--- config.mk ---
export PLATFORM = sky130hd
export DESIGN_NAME = dmrh_mulmod
export DESIGN_NICKNAME = d
export VERILOG_FILES = /design/src/design/dmrh_pkg.sv /design/src/design/dmrh_mulmod.sv
export SDC_FILE = /design/constraint.sdc
export NUM_CORES = 1
export LEC_CHECK = 0
export ABC_AREA = 1
export BUFFER_PORTS_ARGS = -buffer_cell sky130_fd_sc_hd__buf_2
export CORE_MARGIN = 4
export CORE_UTILIZATION = 40
export CTS_CLUSTER_DIAMETER = 50
export CTS_CLUSTER_SIZE = 14
export DETAILED_ROUTE_END_ITERATION = 7
export GPL_TIMING_DRIVEN = 1
export SYNTH_ARGS = -nofsm -noshare
export SYNTH_HDL_FRONTEND = slang
export SYNTH_SLANG_ARGS = --single-unit
--- constraint.sdc ---
create_clock -name clk -period 7.4 [get_ports clk]
set_input_delay 0.74 -clock clk [delete_from_list [all_inputs] [get_ports clk]]
set_output_delay 0.74 -clock clk [all_outputs]
set_load 0.01 [all_outputs]
--- src/design/dmrh_pkg.sv ---
// Package of the double-modulus rolling hash block.
// Holds widths, primes, reset values, op codes and sequencer states.
// Used by every module of the block; depends on nothing.
package dmrh_pkg;

	localparam int HASH_W      = 30;
	localparam int POS_W       = 13;
	localparam int CHAR_W      = 8;
	localparam int DATA_W      = 32;
	localparam int ADDR_W      = 3;
	localparam int MAX_LEN_DEF = 4096;

	localparam logic [HASH_W-1:0] PRIME_ONE    = 30'd1000000007;
	localparam logic [HASH_W-1:0] PRIME_TWO    = 30'd1000000009;
	localparam logic [HASH_W-1:0] BASE_ONE_RST = 30'd1007;
	localparam logic [HASH_W-1:0] BASE_TWO_RST = 30'd2009;

	localparam logic [ADDR_W-1:0] REG_BASE_ONE = 3'd0;
	localparam logic [ADDR_W-1:0] REG_BASE_TWO = 3'd4;

	typedef enum logic [1:0] {
		OP_CLEAR  = 2'd0,
		OP_APPEND = 2'd1,
		OP_HASH   = 2'd2,
		OP_LCP    = 2'd3
	} op_t;

	typedef enum logic [3:0] {
		ST_IDLE,
		ST_APP_RD,
		ST_APP_M1,
		ST_APP_W1,
		ST_APP_W2,
		ST_SH_A,
		ST_SH_B,
		ST_SH_C1,
		ST_SH_C2,
		ST_LCP_TEST,
		ST_DONE
	} state_t;

endpackage

--- src/design/dmrh_mulmod.sv ---
// Bit-serial modular multiplier, one bit of the multiplier per cycle.
// Computes x*y mod PRIME for x, y below PRIME; depends on dmrh_pkg.
module dmrh_mulmod #(
	parameter logic [dmrh_pkg::HASH_W-1:0] PRIME = dmrh_pkg::PRIME_ONE
) (
	input  logic                        clk,
	input  logic                        arst_n,
	input  logic                        start,
	input  logic [dmrh_pkg::HASH_W-1:0] x,
	input  logic [dmrh_pkg::HASH_W-1:0] y,
	output logic                        busy,
	output logic [dmrh_pkg::HASH_W-1:0] result
);
	import dmrh_pkg::*;

	localparam int RW = HASH_W + 1;
	localparam int CNT_W = $clog2(HASH_W + 1);

	logic [HASH_W-1:0] acc_q;
	logic [HASH_W-1:0] x_q;
	logic [HASH_W-1:0] y_q;
	logic [CNT_W-1:0]  cnt_q;
	logic              busy_q;
	logic [RW-1:0]     dbl;
	logic [RW-1:0]     dbl_red;
	logic [RW-1:0]     sum;
	logic [RW-1:0]     sum_red;

	always_comb begin
		dbl = {acc_q, 1'b0};
		dbl_red = (dbl >= RW'(PRIME)) ? dbl - RW'(PRIME) : dbl;
		sum = y_q[HASH_W-1] ? dbl_red + RW'(x_q) : dbl_red;
		sum_red = (sum >= RW'(PRIME)) ? sum - RW'(PRIME) : sum;
	end

	always_ff @(posedge clk or negedge arst_n) begin
		if (!arst_n) begin
			busy_q <= 1'b0;
			cnt_q <= '0;
		end else if (start) begin
			busy_q <= 1'b1;
			cnt_q <= CNT_W'(HASH_W);
		end else if (busy_q) begin
			cnt_q <= cnt_q - 1'b1;
			if (cnt_q == CNT_W'(1)) begin
				busy_q <= 1'b0;
			end
		end
	end

	always_ff @(posedge clk) begin
		if (start) begin
			acc_q <= '0;
			x_q <= x;
			y_q <= y;
		end else if (busy_q) begin
			acc_q <= sum_red[HASH_W-1:0];
			y_q <= {y_q[HASH_W-2:0], 1'b0};
		end
	end

	assign busy = busy_q;
	assign result = acc_q;

endmodule

==> flow_summary_export.csv <==
group,metric,value,unit
setup_path,crit_required,7.67,ns
layout,nets,1803,
synthesis,yosys.area_share.simple,0.493,
cts,clk_pin_slew,0.09,ns
synthesis,yosysSeqAreaShare,0.269,
route,wirelength,31800,um
floorplanning,rows,56,
setup_path,critPathMaxStageDelay,0.48,ns
power_and_ir_drop,p_per_area,416,nW/um2
power_and_ir_drop,peakVddDrop,0.000166,V
synthesis,syn_nets,1727,
cts,cts_tree,"built",
sta,relSlewSlack,0.395,
sta,setup_tns,0,ns
floorplanning,start_util,0.405,
synthesis,ys_ff_latch,96,
power_and_ir_drop,power_frac_comb,0.700,
global_routing,grt_use_total,0.240,
place,dp_hpwl,25800,um
synthesis,syn_area_per_cell,5.82,um2
setup_path,setup.worst_path.end_class,"flip-flop",
global_routing,grt_pass1_wl,49800,um
power_and_ir_drop,power.share.sequential,0.181,
synthesis,ys.flop_type,"edfxtp_1",
power_and_ir_drop,p_leak,5.87,nW
global_routing,grt-ovfl-total,0,
sta,finalMaxSlewViolations,0,
setup_path,path_common_cell,"nand2_1",
cts,htreeDepth,3,
sta,rsz0062_at_grt,"false",
job,drv_cap,0,
setup_path,critical-path-top-delay-family,"simple AND/OR/NAND/NOR gates",
synthesis,synth_common_cells,"707 x nand2_1, 214 x inv_1, 176 x nand3_1",
setup_path,rrSetupSlack,1.42,ns
synthesis,synth-xor-area-share,0.0240,
place,dp.cells,2013,
synthesis,yosys-top-cells-area,"nand2_1 28%, edfxtp_1 19%, nand3_1 9.3%",
power_and_ir_drop,p_sw_frac,0.577,
sta,worst_slew_pin_slew,0.907,ns
synthesis,synthArstFlopShare,0.0625,
layout,fin_cells,2029,
floorplanning,die_area,26200,um2
setup_path,worstPathArrival,6.25,ns
synthesis,yosysWarningCount,0,
global_routing,grt_max_degree,48,
synthesis,synth-compound-area-share,0.0537,
floorplanning,io_pins,94,
floorplanning,core-area,23400,um2
route,wl_met3,1310,um
status,status,"finished, final reports clean",
synthesis,synthMuxAreaShare,0,
synthesis,synth_area,9490,um2
place,port_buffers,93,
cts,cts-hold-fix-buffers,0,
power_and_ir_drop,p_switching,2.52,mW
cts,cts_resized,0,
place,place_congestion,0.967,
floorplanning,die_h,162,um
global_routing,antenna_found_initial,0,
route,wl_met2,14700,um
synthesis,synth_top_area_share,0.280,
layout,syn2layout_area_growth,10.8,%
sta,fin_skew,0.0121,ns
synthesis,synth_top_family_by_area,"simple AND/OR/NAND/NOR gates",
layout,drive_gt1_frac,0.103,
route,drt_iter0_drc,824,
route,postRouteAntennaNets,0,
min_path,hp-class,"in -> async",
cts,cts_buffers,9,
route,vias_per_cell,4.97,
sta,max_freq,167,MHz
route,top_layer_used,"met4",
sta,fin_crit,5.98,ns
cts,cts_sinks,96,
route,vias,10100,
sta,finalHoldViolations,0,
synthesis,synth_edf_count,60,
cts,insertion_delay,0.37,ns
floorplanning,dieWidth,162,um
setup_path,critPathKind,"reg -> reg",
route,first_pass_iters,7,
power_and_ir_drop,internal-power,1.85,mW
synthesis,synth_most_common_cell,"nand2_1",
layout,antenna_cells,0,
route,wl_per_cell,15.7,um
power_and_ir_drop,power_frac_clock,0.119,
sta,finalCritPeriodShare,0.808,
cts,clockRootBuffer,"clkbuf_16",
synthesis,syn_inst,1629,
route,drc,0,
synthesis,synthAdderAreaFrac,0.0469,
global_routing,grt_pass1_vias,9434,
setup_path,start_kind,"flip-flop",
route,wl_met1,14800,um
synthesis,ys_types,45,
cts,cts_buffer_depth,2,
setup_path,critPathBufInv,5,
setup_path,crit_slowest_cell,"nand3_4",
setup_path,cp_max_fo,45,
sta,setup_violations,0,
synthesis,yosys.area.top_type,"nand2_1",
cts,post_cts_buffers,0,
final timing paths:
path	startpoint	end	depth (start not counted)
worst min register to register	cnt_q[4]$_DFFE_PN0P_	cnt_q[4]$_DFFE_PN0P_	1
min in group clk	cnt_q[4]$_DFFE_PN0P_	cnt_q[4]$_DFFE_PN0P_	1
worst max-delay path	result[2]$_SDFFE_PP0P_	result[24]$_SDFFE_PP0P_	33
worst max register to register	result[2]$_SDFFE_PP0P_	result[24]$_SDFFE_PP0P_	33
max in group asynchronous	arst_n	cnt_q[1]$_DFFE_PN0P_	1
worst min-delay path	arst_n	cnt_q[2]$_DFFE_PN0P_	1
cell type report:
| class | count | area [um2] |
|---|---|---|
| Inverter | 232 | 872 |
| Multi-Input combinational cell | 1267 | 5860 |
| Tap cell | 319 | 399 |
| Fill cell | 2649 | 12900 |
| Timing Repair Buffer | 99 | 510 |
| Clock buffer | 9 | 225 |
| Clock inverter | 7 | 88.8 |
| Sequential cell | 96 | 2550 |
metrics by stage:
step	utilization	instance area, um2	hold WS (ns)	setup WS, ns	total power, mW
finish	0.449	10500	0.174	1.42	4.38
global route	0.449	10500	0.173	0.820	4.83
CTS	0.449	10500	0.167	1.53	4.37
detailed placement	0.436	10200	0.493	1.56	3.83
global placement	0.436	10200	0.486	1.50	3.82
floorplan	-	9490	0.444	3.26	3.03
power by group through the flow:
| stage | Clock [mW] | Combinational, mW | Sequential, mW |
|---|---|---|---|
| 2_1_floorplan | 0 | 2.23 | 0.795 |
| 3_3_place_gp | 0 | 3.02 | 0.803 |
| 3_5_place_dp | 0 | 3.03 | 0.804 |
| 4_1_cts | 0.531 | 3.05 | 0.793 |
| 5_1_grt | 0.551 | 3.47 | 0.805 |
| 6_report | 0.522 | 3.06 | 0.793 |
registers in the layout, indices dropped and copies added, names as in the netlist:
| signal | count |
|---|---|
| result | 30 |
| x_q | 30 |
| y_q | 30 |
| cnt_q | 5 |
| busy | 1 |
layout by cell type, fill, tap and decap left out, types with 7 or more instances in the layout:
cell	n
nand2_1	707
inv_1	214
nand3_1	176
nor2_1	142
buf_2	93
edfxtp_1	60
a21oi_1	53
ha_1	34
dfxtp_1	30
nand4_1	25
o21ai_0	20
xor2_1	20
inv_2	17
nand2_2	17
nor3_1	11
nor2_2	10
clkbuf_16	9
nand3b_1	7
cell families (layout without fill, tap and decap cells):
logic type | after synthesis | count (layout)
adders and majority gates | 35 | 35
DFF | 96 | 96
and+or+nand+nor | 1113 | 1113
buffers and inverters | 266 | 347
xor gates and xnor gates | 26 | 26
AOI/OAI and AO/OA | 93 | 93
layer usage:
layer	vias to the layer above	track usage
li1	5264	-
met1	4514	0.327
met2	260	0.400
met3	38	0.0195
met4	0	0.0850
met5	-	0
worst register-to-register path, delay by kind of cell (launching register included):
kind	cells	cell delay, ns
fa+ha+maj	2	0.70
buf+inv	5	0.73
simple gates	26	4.09
flops	1	0.38
Note: power is estimated with default switching activity, not from simulation.
